`config.mk`:
```
export PLATFORM = sky130hd
export DESIGN_NAME = utf8_stream_decoder_core
export DESIGN_NICKNAME = d
export VERILOG_FILES = /design/src/utf8d_pkg.sv /design/src/utf8d_step.sv /design/src/utf8d_res_fifo.sv /design/src/utf8_stream_decoder_core.sv
export SDC_FILE = /design/constraint.sdc
export NUM_CORES = 1
export LEC_CHECK = 0
export ABC_AREA = 1
export BUFFER_PORTS_ARGS = -buffer_cell sky130_fd_sc_hd__clkbuf_2
export CAP_MARGIN = 40
export CORE_ASPECT_RATIO = 1.25
export CORE_MARGIN = 4
export CORE_UTILIZATION = 54
export DETAILED_ROUTE_END_ITERATION = 10
export PLACE_DENSITY_LB_ADDON = 0.12
export SETUP_SLACK_MARGIN = 0.02
export SLEW_MARGIN = 0
export SYNTH_ARGS = -nofsm -noshare
export SYNTH_HDL_FRONTEND = slang
export SYNTH_SLANG_ARGS = --single-unit
```
`constraint.sdc`:
```
create_clock -name clk -period 2.63 [get_ports clk]
set_input_delay 0.1315 -clock clk [delete_from_list [all_inputs] [get_ports clk]]
set_output_delay 0.1315 -clock clk [all_outputs]
set_load 0.1 [all_outputs]
```
`src/utf8d_pkg.sv`:
```
`default_nettype none
package utf8d_pkg;

  localparam logic [7:0]  BYTE_HI_BIT    = 8'h80;
  localparam logic [7:0]  BYTE_LEAD_BIT  = 8'h40;
  localparam logic [7:0]  PAYLOAD_MASK   = 8'h3F;
  localparam logic [7:0]  CONT_SEL       = 8'hC0;
  localparam logic [7:0]  CONT_TAG       = 8'h80;
  localparam logic [7:0]  FULL_MASK      = 8'hFF;
  localparam logic [30:0] MAX_CODE_POINT = 31'h10FFFF;
  localparam logic [30:0] SURR_LO        = 31'hD800;
  localparam logic [30:0] SURR_HI        = 31'hDFFF;

  localparam int RES_FIFO_DEPTH = 4;
  localparam int RES_IDX_W      = $clog2(RES_FIFO_DEPTH);
  localparam int RES_CNT_W      = $clog2(RES_FIFO_DEPTH + 1);

  typedef struct packed {
    logic [20:0] code_point;
    logic        is_error;
    logic [2:0]  seq_bytes;
    logic        run_last;
  } utf8d_res_t;

  typedef struct packed {
    logic [30:0] partial_value;
    logic [2:0]  expected_len;
    logic [2:0]  bytes_seen;
    logic [7:0]  lead_mask;
  } utf8d_state_t;

  typedef struct packed {
    logic [1:0] cnt;
    utf8d_res_t res0;
    utf8d_res_t res1;
  } utf8d_push_t;

  // sequence length from the low six bits of a lead byte, 0 for illegal leads
  function automatic logic [2:0] lead_len(input logic [5:0] low);
    logic [2:0] n;
    if (!low[5]) begin
      n = (low[4:1] == 4'b0000) ? 3'd0 : 3'd2;
    end else if (low[5:4] == 2'b10) begin
      n = 3'd3;
    end else if (low[5:3] == 3'b110) begin
      n = 3'd4;
    end else if (low[5:2] == 4'b1110) begin
      n = 3'd5;
    end else if (low[5:1] == 5'b11110) begin
      n = 3'd6;
    end else begin
      n = 3'd0;
    end
    return n;
  endfunction

endpackage
`default_nettype wire

```
`src/utf8d_step.sv`:
```
`default_nettype none
module utf8d_step (
  input  wire logic [7:0]             data_byte,
  input  wire logic                   end_of_buffer,
  input  wire utf8d_pkg::utf8d_state_t state,
  output utf8d_pkg::utf8d_state_t     state_nxt,
  output utf8d_pkg::utf8d_push_t      push
);
  import utf8d_pkg::*;

  logic [2:0]   len;
  logic [7:0]   mask;
  logic         start_has;
  utf8d_res_t   start_res;
  utf8d_state_t start_st;
  logic [30:0]  pv_ext;
  logic [2:0]   seen_inc;
  logic         bad;

  // decode of the byte as a fresh start
  always_comb begin
    len       = lead_len(data_byte[5:0]);
    mask      = FULL_MASK >> len;
    start_has = 1'b0;
    start_res = '0;
    start_st  = '0;
    if ((data_byte & BYTE_HI_BIT) == 8'h00) begin
      start_has            = 1'b1;
      start_res.code_point = {13'b0, data_byte};
      start_res.seq_bytes  = 3'd1;
    end else if ((data_byte & BYTE_LEAD_BIT) == 8'h00 || len == 3'd0) begin
      start_has           = 1'b1;
      start_res.is_error  = 1'b1;
      start_res.seq_bytes = 3'd1;
    end else begin
      start_st.expected_len  = len;
      start_st.bytes_seen    = 3'd1;
      start_st.lead_mask     = mask;
      start_st.partial_value = {23'b0, data_byte & mask};
    end
  end

  always_comb begin
    pv_ext    = {state.partial_value[24:0], data_byte[5:0]};
    seen_inc  = state.bytes_seen + 3'd1;
    bad       = (pv_ext > MAX_CODE_POINT) || (pv_ext >= SURR_LO && pv_ext <= SURR_HI);
    state_nxt = state;
    push      = '0;
    if (state.expected_len == 3'd0) begin
      state_nxt = start_st;
      push.res0 = start_res;
      push.cnt  = {1'b0, start_has};
    end else if ((data_byte & CONT_SEL) != CONT_TAG) begin
      // broken sequence, then the byte starts over
      push.res0.is_error  = 1'b1;
      push.res0.seq_bytes = state.bytes_seen;
      push.res1           = start_res;
      push.cnt            = start_has ? 2'd2 : 2'd1;
      state_nxt           = start_st;
    end else begin
      state_nxt.partial_value = pv_ext;
      state_nxt.bytes_seen    = seen_inc;
      if (seen_inc == 3'd2 && pv_ext <= {23'b0, state.lead_mask}) begin
        push.res0.is_error  = 1'b1;
        push.res0.seq_bytes = 3'd2;
        push.cnt            = 2'd1;
        state_nxt           = '0;
      end else if (seen_inc >= state.expected_len) begin
        push.res0.code_point = bad ? 21'd0 : pv_ext[20:0];
        push.res0.is_error   = bad;
        push.res0.seq_bytes  = state.expected_len;
        push.cnt             = 2'd1;
        state_nxt            = '0;
      end
    end
    if (end_of_buffer && state_nxt.expected_len != 3'd0) begin
      state_nxt = '0;
    end
    if (push.cnt == 2'd2) begin
      push.res1.run_last = 1'b1;
    end else if (push.cnt == 2'd1) begin
      push.res0.run_last = 1'b1;
    end
  end

endmodule
`default_nettype wire

```
`src/utf8d_res_fifo.sv`:
```
`default_nettype none
module utf8d_res_fifo (
  input  wire logic                  clk,
  input  wire logic                  rst_n,
  input  wire utf8d_pkg::utf8d_push_t push,
  output logic                       room,
  output logic                       out_valid,
  input  wire logic                  out_ready,
  output utf8d_pkg::utf8d_res_t      out_res
);
  import utf8d_pkg::*;

  utf8d_res_t           mem_r [RES_FIFO_DEPTH];
  logic [RES_IDX_W-1:0] wr_ptr_r, wr_ptr_nxt;
  logic [RES_IDX_W-1:0] rd_ptr_r, rd_ptr_nxt;
  logic [RES_CNT_W-1:0] count_r, count_nxt;
  logic [RES_IDX_W-1:0] wr_ptr_p1;
  logic                 pop;

  assign out_valid = (count_r != '0);
  assign out_res   = mem_r[rd_ptr_r];
  assign pop       = out_valid && out_ready;
  // room for two results regardless of what leaves this cycle
  assign room      = (count_r <= RES_CNT_W'(RES_FIFO_DEPTH - 2));
  assign wr_ptr_p1 = wr_ptr_r + RES_IDX_W'(1);

  always_comb begin
    wr_ptr_nxt = wr_ptr_r + RES_IDX_W'(push.cnt);
    rd_ptr_nxt = rd_ptr_r + RES_IDX_W'(pop);
    count_nxt  = count_r + RES_CNT_W'(push.cnt) - RES_CNT_W'(pop);
  end

  always_ff @(posedge clk) begin
    if (push.cnt != 2'd0) begin
      mem_r[wr_ptr_r] <= push.res0;
    end
    if (push.cnt == 2'd2) begin
      mem_r[wr_ptr_p1] <= push.res1;
    end
  end

  always_ff @(posedge clk) begin
    if (!rst_n) begin
      wr_ptr_r <= '0;
      rd_ptr_r <= '0;
      count_r  <= '0;
    end else begin
      wr_ptr_r <= wr_ptr_nxt;
      rd_ptr_r <= rd_ptr_nxt;
      count_r  <= count_nxt;
    end
  end

endmodule
`default_nettype wire

```
`src/utf8_stream_decoder_core.sv`:
```
// utf8_stream_decoder_core: byte-serial UTF-8 decoder.
// Input channel in_*: one raw byte per transaction in in_tdata, in_tlast marks
// the last byte of a buffer; a sequence still open after that byte is dropped.
// Output channel out_*: one result per transaction; out_tdata carries the
// code point and the number of bytes consumed, out_tuser flags an error and
// out_tlast marks the final result caused by one input byte. A byte can
// cause zero, one or two results.
// A result passes through the input register and then the result queue
// before it can leave.
// Throughput: one byte per cycle while the queue has room; a byte that yields
// two results pushes both at once, and the output side drains them one per
// cycle while out_tready is high. The four-entry result queue accepts a byte
// only while it has room for two results. When the receiver stalls, the queue
// fills and in_tready falls; nothing is lost. Reset (rst_n low, synchronous)
// empties the queue and closes any open sequence.
`default_nettype none
module utf8_stream_decoder_core (
  input  wire logic        clk,
  input  wire logic        rst_n,
  input  wire logic        in_tvalid,
  output logic             in_tready,
  input  wire logic [7:0]  in_tdata,   // data_byte
  input  wire logic        in_tlast,   // end_of_buffer
  output logic             out_tvalid,
  input  wire logic        out_tready,
  output logic [23:0]      out_tdata,  // code_point[20:0], seq_bytes[23:21]
  output logic             out_tuser,  // is_error
  output logic             out_tlast   // run_last
);
  import utf8d_pkg::*;

  logic         s1_valid_r, s1_valid_nxt;
  logic [7:0]   s1_byte_r;
  logic         s1_eob_r;
  logic         s1_go;
  logic         room;
  utf8d_state_t state_r, state_nxt, step_state;
  utf8d_push_t  step_push, push;
  utf8d_res_t   out_res;

  assign s1_go        = s1_valid_r && room;
  assign in_tready    = !s1_valid_r || s1_go;
  assign s1_valid_nxt = (in_tvalid && in_tready) || (s1_valid_r && !s1_go);
  assign state_nxt    = s1_go ? step_state : state_r;

  always_comb begin
    push = step_push;
    if (!s1_go) begin
      push.cnt = 2'd0;
    end
  end

  always_ff @(posedge clk) begin
    if (in_tvalid && in_tready) begin
      s1_byte_r <= in_tdata;
      s1_eob_r  <= in_tlast;
    end
  end

  always_ff @(posedge clk) begin
    if (!rst_n) begin
      s1_valid_r <= 1'b0;
      state_r    <= '0;
    end else begin
      s1_valid_r <= s1_valid_nxt;
      state_r    <= state_nxt;
    end
  end

  utf8d_step u_step (
    .data_byte     (s1_byte_r),
    .end_of_buffer (s1_eob_r),
    .state         (state_r),
    .state_nxt     (step_state),
    .push          (step_push)
  );

  utf8d_res_fifo u_fifo (
    .clk       (clk),
    .rst_n     (rst_n),
    .push      (push),
    .room      (room),
    .out_valid (out_tvalid),
    .out_ready (out_tready),
    .out_res   (out_res)
  );

  assign out_tdata = {out_res.seq_bytes, out_res.code_point};
  assign out_tuser = out_res.is_error;
  assign out_tlast = out_res.run_last;

endmodule
`default_nettype wire
```
Word-level counts from Yosys, hierarchy flattened. Memory sizes are Yosys's and may differ from the RTL's. A register that Yosys moved wholly into a read port is not among the register bits. Index checks and enable logic that the tools add are counted.

$add $sub $neg: 6. Multipliers: 0. Divide/modulo/power cells: 0. Magnitude comparators: 6. Eq/ne operators: 9. Shifts and indexed selects: 1. Mux-type cells: 40. Bitwise operators: 1. Reductions and logical operators: 23.

Operators with widths (number): 39-bit 2-to-1 mux (5); 21-bit 2-to-1 mux (3); 26-bit 2-to-1 mux (2); 22-bit 2-to-1 mux (2); 31-bit by 16-bit >= comparator with 1-bit output (second input constant) (1); 31-bit by 21-bit greater-than comparator with 1-bit output (second input constant) (1); 31-bit by 16-bit <= comparator with 1-bit output (second input constant) (1); 31-bit by 8-bit <= comparator with 1-bit output (1); 27-bit 2-to-1 mux (1); 3-bit 2-to-1 mux (6); 8-bit zero test (2); 13-bit 2-to-1 mux (1); 2-bit 2-to-1 mux (6); 4-bit 2-to-1 mux (3); 1-bit 2-to-1 mux (10); 8-bit AND (1); 8-bit 2-to-1 mux (1); 8-bit by 3-bit right shift with 8-bit output (first input constant) (1); 1-bit logical AND (7); 2-bit == test (second input constant) (3); 3-bit zero test (2); 3-bit nonzero test (2); 5-bit == test (second input constant) (1); 5-bit nonzero test (1); 18 further kinds (22).

Bits in registers: 56. Bits in latches: 0. Bits in writable memories: 104. Bits in read-only memories: 0. Input port bits: 13. Output and inout port bits: 28. Logic and storage cells: 97. Memories: 1.

Memories: u_fifo.mem_r (depth 4, width 26, rd ports 1, clocked after Yosys merged registers in 1, wr ports 2, line utf8d_res_fifo.sv:13) `utf8d_res_t mem_r [RES_FIFO_DEPTH];`.

Depth between registers and ports, before layout.
Depth after elaboration: 17. Depth in mapped cells: 22. Gate-level depth less buffers: 22.

Cells and area by module. From an unflattened synthesis, not the netlist that was laid out.

Cells, all modules: 1256. Area total of the unflattened synthesis: 9985.8 µm².

By module, submodules not included: utf8d_res_fifo (instances 1, cells an instance 564, area an instance 5890.6 µm², seq. area each 3263.1 µm²); utf8_stream_decoder_core (instances 1, cells an instance 305, area an instance 2187.1 µm², seq. area each 1191.1 µm²); utf8d_step (instances 1, cells an instance 387, area an instance 1908.1 µm², seq. area each 0.0 µm²).

Worst setup path before layout. Ideal clock, no wire load.

Path type: flip-flop to flip-flop. From: register state_r[8] in the netlist's numbering. To: memory u_fifo.mem_r[0][0] in the netlist's numbering, enable pin. Setup time: 0.314 ns. Arrival time: 2.608 ns. Required time: 2.316 ns. Slack: -0.292 ns. Cell stages (with the launch flop): 18. Path buffers: 2. Period minus slack after synthesis: 2.922 ns. Cell sequence: dfxtp_1 -> ha_1 -> xnor2_1 -> inv_1 -> ha_1 -> nand2_1 -> nor2_1 -> a211oi_1 -> and2_1 -> clkbuf_1 -> nand3_2 -> nand2_1 -> nand2_2 -> nand2_4 -> nand2_4 -> nand2_4 -> buf_6 -> nand2_1.

RTL lines: start: declaration (line utf8_stream_decoder_core.sv:37) `utf8d_state_t state_r, state_nxt, step_state;`; start signal: assignment (line utf8_stream_decoder_core.sv:66) `state_r <= state_nxt;`; end: declaration (line utf8d_res_fifo.sv:13).

Final worst setup path.
From: register state_r[8] in the netlist's numbering. To: register u_fifo.count_r[1].

Cells in the longest elaborated chain, start to end: 9. Elaborated cells on any way between the ends: 11. Those cells by class: add/sub: 3; order compare: 1; eq/ne: 1; mux: 5; reduce/logical: 1.

RTL lines: 3-bit by 1-bit adder with 3-bit output (*) (line utf8d_step.sv:45) `seen_inc = state.bytes_seen + 3'd1;`; 3-bit >= comparator / 3-bit by 2-bit == test with 1-bit output (equally long branches) (line utf8d_step.sv:68, utf8d_step.sv:63); 26-bit 2-to-1 mux / 1-bit logical AND (equally long branches) (line utf8d_step.sv:68, utf8d_step.sv:63); 2-bit 2-to-1 mux (*) (line utf8d_step.sv:63) `if (seen_inc == 3'd2 && pv_ext <= {23'b0, state.lead_mask}) begin`; 2-bit 2-to-1 mux (*) (line utf8d_step.sv:53) `end else if ((data_byte & CONT_SEL) != CONT_TAG) begin`; 27-bit 2-to-1 mux (*) (line utf8d_step.sv:49) `if (state.expected_len == 3'd0) begin`; 2-bit 2-to-1 mux (*) (line utf8_stream_decoder_core.sv:48) `if (!s1_go) begin`; 3-bit by 2-bit adder with 3-bit output (*) (line utf8d_res_fifo.sv:30) `count_nxt = count_r + RES_CNT_W'(push.cnt) - RES_CNT_W'(pop);`; 3-bit by 1-bit subtractor with 3-bit output (*) (line utf8d_res_fifo.sv:30); end signal: assignment (line utf8d_res_fifo.sv:50) `count_r <= count_nxt;`; end: declaration (line utf8d_res_fifo.sv:16) `logic [RES_CNT_W-1:0] count_r, count_nxt;`.

Mark *: on every way between the ends. The rest lies on a longest branch, timed or not. A chain may end at the register's enable or synchronous reset.

==> summary.txt <==
STA
  • Final Max Tran Viols: 0
  • Final setup viols: 0
  • Skew final: 0.0132 ns
  • RSZ-0062 raised after global routing: true
  • Final hold violation count: 0
  • Final setup margin: 0.0277 ns
  • Slew margin rel.: 42.8%
  • Tcrit/Tclk final: 98.9%
  • Fmax achieved: 384 MHz
  • Final min period: 2.60 ns
  • Slew @ Worst Pin: 0.855 ns

Synth
  • Largest cells by area after synthesis: dfxtp_1 26%, edfxtp_1 17%, nand2_1 11%, nor2_1 9.7%, nand3b_1 5.5%
  • Synth top cells by count: 245 x nand2_1, 219 x nor2_1, 111 x dfxtp_1, 77 x o21ai_0, 72 x inv_1
  • Yosys reg bits: 160
  • Most frequent cell after synthesis: nand2_1
  • Syn avg cell area: 7.57 sq um
  • Post-synth top flop: dfxtp_1
  • Synth top area share: 26.2%
  • Synth Net Count: 1,152
  • Async set-reset flop share out of synthesis: 0%
  • Netlist Area Pre-Place: 8480 sq um
  • Top cell type by total area after synthesis: dfxtp_1
  • Synth warn: 0
  • Library cells used by synthesis: 42
  • Sequential area share after synthesis: 43.6%
  • Post-Synthesis Cells: 1,120
  • Number of synthesized flops with an enable pin: 49

Critical path
  • Worst setup path end: u_fifo.count_r[1]$_SDFF_PN0_
  • R2R cell count: 17
  • Startpoint Class: register
  • Worst Setup SP: state_r[8]$_SDFFE_PN0P_
  • R2R Path Start: state_r[8]$_SDFFE_PN0P_
  • Worst EP required: 2.98 ns
  • Worst Setup Path Type: reg -> reg
  • Critical path data arrival time: 2.96 ns
  • Element type at the critical path end: register
  • Flop-to-flop setup slack: 0.03 ns
  • Reg2reg end: u_fifo.count_r[1]$_SDFF_PN0_
  • Crit-path max FO: 5

GRT
  • Vias in the first global route: 7,298
  • Tot GR Track Use: 26.4%
  • Pin count of the biggest net entering global routing: 57
  • Global-route wire length before repair: 37,400 um
  • Grt total ovfl: 0
  • Antenna violations before repair: 0

CTS
  • Clock Sink Count: 160
  • Root Driver: clkbuf_16
  • CTS buffer count: 17
  • H-tree depth: 4
  • CTS clk-pin slew, worst paths: 0.06 ns
  • CTS Buffer Depth: 2
  • CTS tree: done
  • Clk Latency, worst-skew pair: 0.44 ns

Routing
  • DRC: 0
  • Vias post-DR: 7,731
  • DR iter-0 viols: 669
  • Post-Route WL: 23,400 um
  • Routed length per instance: 16.6 um
  • Pre-antenna DRT Iters: 5
  • Number of antenna-violating nets in the routed design: 0
  • Via density: 5.48

Placed design
  • PortBufs: 40
  • Placed standard-cell area: 9510 sq um
  • DP HPWL: 15,200 um
  • RePlAce Congestion: 0.883
  • Dpl cells: 1,362
  • Dpl ws: -0.0207 ns

Outcome
  • Outcome: finished clean

Cells and area
  • Fraction of layout cells with a size suffix above 1: 19.1%
  • Final nets: 1,222
  • ANT cells: 0
  • Layout Cells excl Fill: 1,411
  • Final Instance Area: 10,600 sq um
  • P&R area growth vs syn: 24.4%

Die
  • Initial core utilization: 55.8%
  • Rows: 50
  • Area of the core: 15,200 sq um
  • Boundary Pins: 41
  • Die ar.: 17,800 sq um
  • Die H: 148 um
  • Die Wd: 120 um

Pwr
  • Final Power: 12.0 mW
  • Max VDD drop: 0.840 mV
  • Static Leak: 4.92 nW
  • PwrDens: 1140 nW/um^2

Hold path
  • Hold_sp: rst_n
  • Hold Path Class: in -> reg

Run
  • Max cap viols: 0
worst max-delay path, stage by stage (launching register included):
cell and delay, ns:
dfxtp_4 0.37, ha_4 0.16, xnor2_2 0.16, inv_2 0.07, ha_4 0.24, nand2_2 0.07
nor2_2 0.04, a211oi_2 0.18, and2_4 0.17, nand3_2 0.07, nand2_2 0.09, nand2_4 0.06
nand2_4 0.07, inv_4 0.05, ha_4 0.15, inv_2 0.05, fa_2 0.42, nor2_1 0.11
how the worst min path moves through the flow:
| stage | cells after the start | slack (ns) | to |
|---|---|---|---|
| floorplan | 0 | 0.23 | s1_byte_r[0]$_DFFE_PP_ |
| global placement | 1 | 0.31 | s1_byte_r[5]$_DFFE_PP_ |
| detailed placement | 1 | 0.31 | s1_byte_r[7]$_DFFE_PP_ |
| CTS | 4 | 0.15 | u_fifo.wr_ptr_r[0]$_SDFF_PN0_ |
| global route | 4 | 0.19 | u_fifo.wr_ptr_r[0]$_SDFF_PN0_ |
| finish | 4 | 0.16 | u_fifo.wr_ptr_r[0]$_SDFF_PN0_ |
state kept, by name (all words and copies together) (netlist names):
signal	count
u_fifo.count_r	3
s1_byte_r	8
u_fifo.mem_r	104
state_r	39
u_fifo.wr_ptr_r	2
u_fifo.rd_ptr_r	2
s1_valid_r	1
s1_eob_r	1
power breakdown:
part / leakage (nW) / total, mW / internal [mW] / switching, mW
combinational: 3.21 / 6.15 / 2.09 / 4.06
sequential: 1.40 / 3.37 / 3.10 / 0.269
clock: 0.299 / 2.48 / 1.50 / 0.978
total: 4.92 / 12.0 / 6.70 / 5.31
area by class of cell:
cell class | instances | area (sq um)
clock buffer | 23 | 490
inverter | 80 | 318
multi-input combinational | 820 | 4450
sequential | 160 | 3700
tap | 208 | 260
fill | 1230 | 4650
clock inverter | 9 | 104
timing repair buffer | 111 | 1230
kinds of logic after synthesis:
group | Yosys count | share of synthesized area (%)
buf+inv | 140 | 7.59
compound gates | 168 | 10.8
fa+ha+maj | 19 | 2.89
simple gates | 627 | 34.5
flops | 160 | 43.6
xor+xnor | 6 | 0.620
per-layer routing:
layer  vias to the layer above  track usage [%]  wire length [um]
met4                         0             10.3               716
met1                      3580             34.4              9770
met2                       269             44.5             11600
met3                        46             3.46              1380
met5                         -                0                 0
li1                       3836                -                 -
cell usage in the layout (no fill, tap or decap), types with 18 or more instances in the layout:
| cell | n |
|---|---|
| o21ai_0 | 77 |
| dfxtp_1 | 109 |
| nand3b_1 | 62 |
| o22ai_1 | 28 |
| nand2_4 | 24 |
| clkbuf_16 | 18 |
| nor2_1 | 207 |
| inv_1 | 66 |
| nand2_1 | 232 |
| edfxtp_1 | 49 |
| buf_12 | 29 |
| nor2_2 | 21 |
| buf_4 | 47 |
| nand3_1 | 21 |
| a21oi_1 | 43 |
| nand4_1 | 27 |
repair_timing:
| item | CTS | global route |
|---|---|---|
| buffers inserted | 1 | 6 |
| hold endpoints to repair | 10 | 0 |
| hold buffers | 10 | 0 |
| gates resized for setup | 4 | 65 |
| endpoints found under the setup margin | 56 | 177 |
| cloned | 0 | 0 |
| pin swaps | 2 | 25 |
stage by stage:
step / TNS, ns / utilization [%] / hold slack (ns)
after detailed placement: -0.0379 / 62.5 / 0.310
after global placement: 0 / 62.5 / 0.309
after CTS: -0.00406 / 67.3 / 0.152
after global routing: -0.297 / 69.4 / 0.189
final: 0 / 69.4 / 0.156
after floorplan: -0.0865 / - / 0.230
Power figures use the tool's default switching activity.
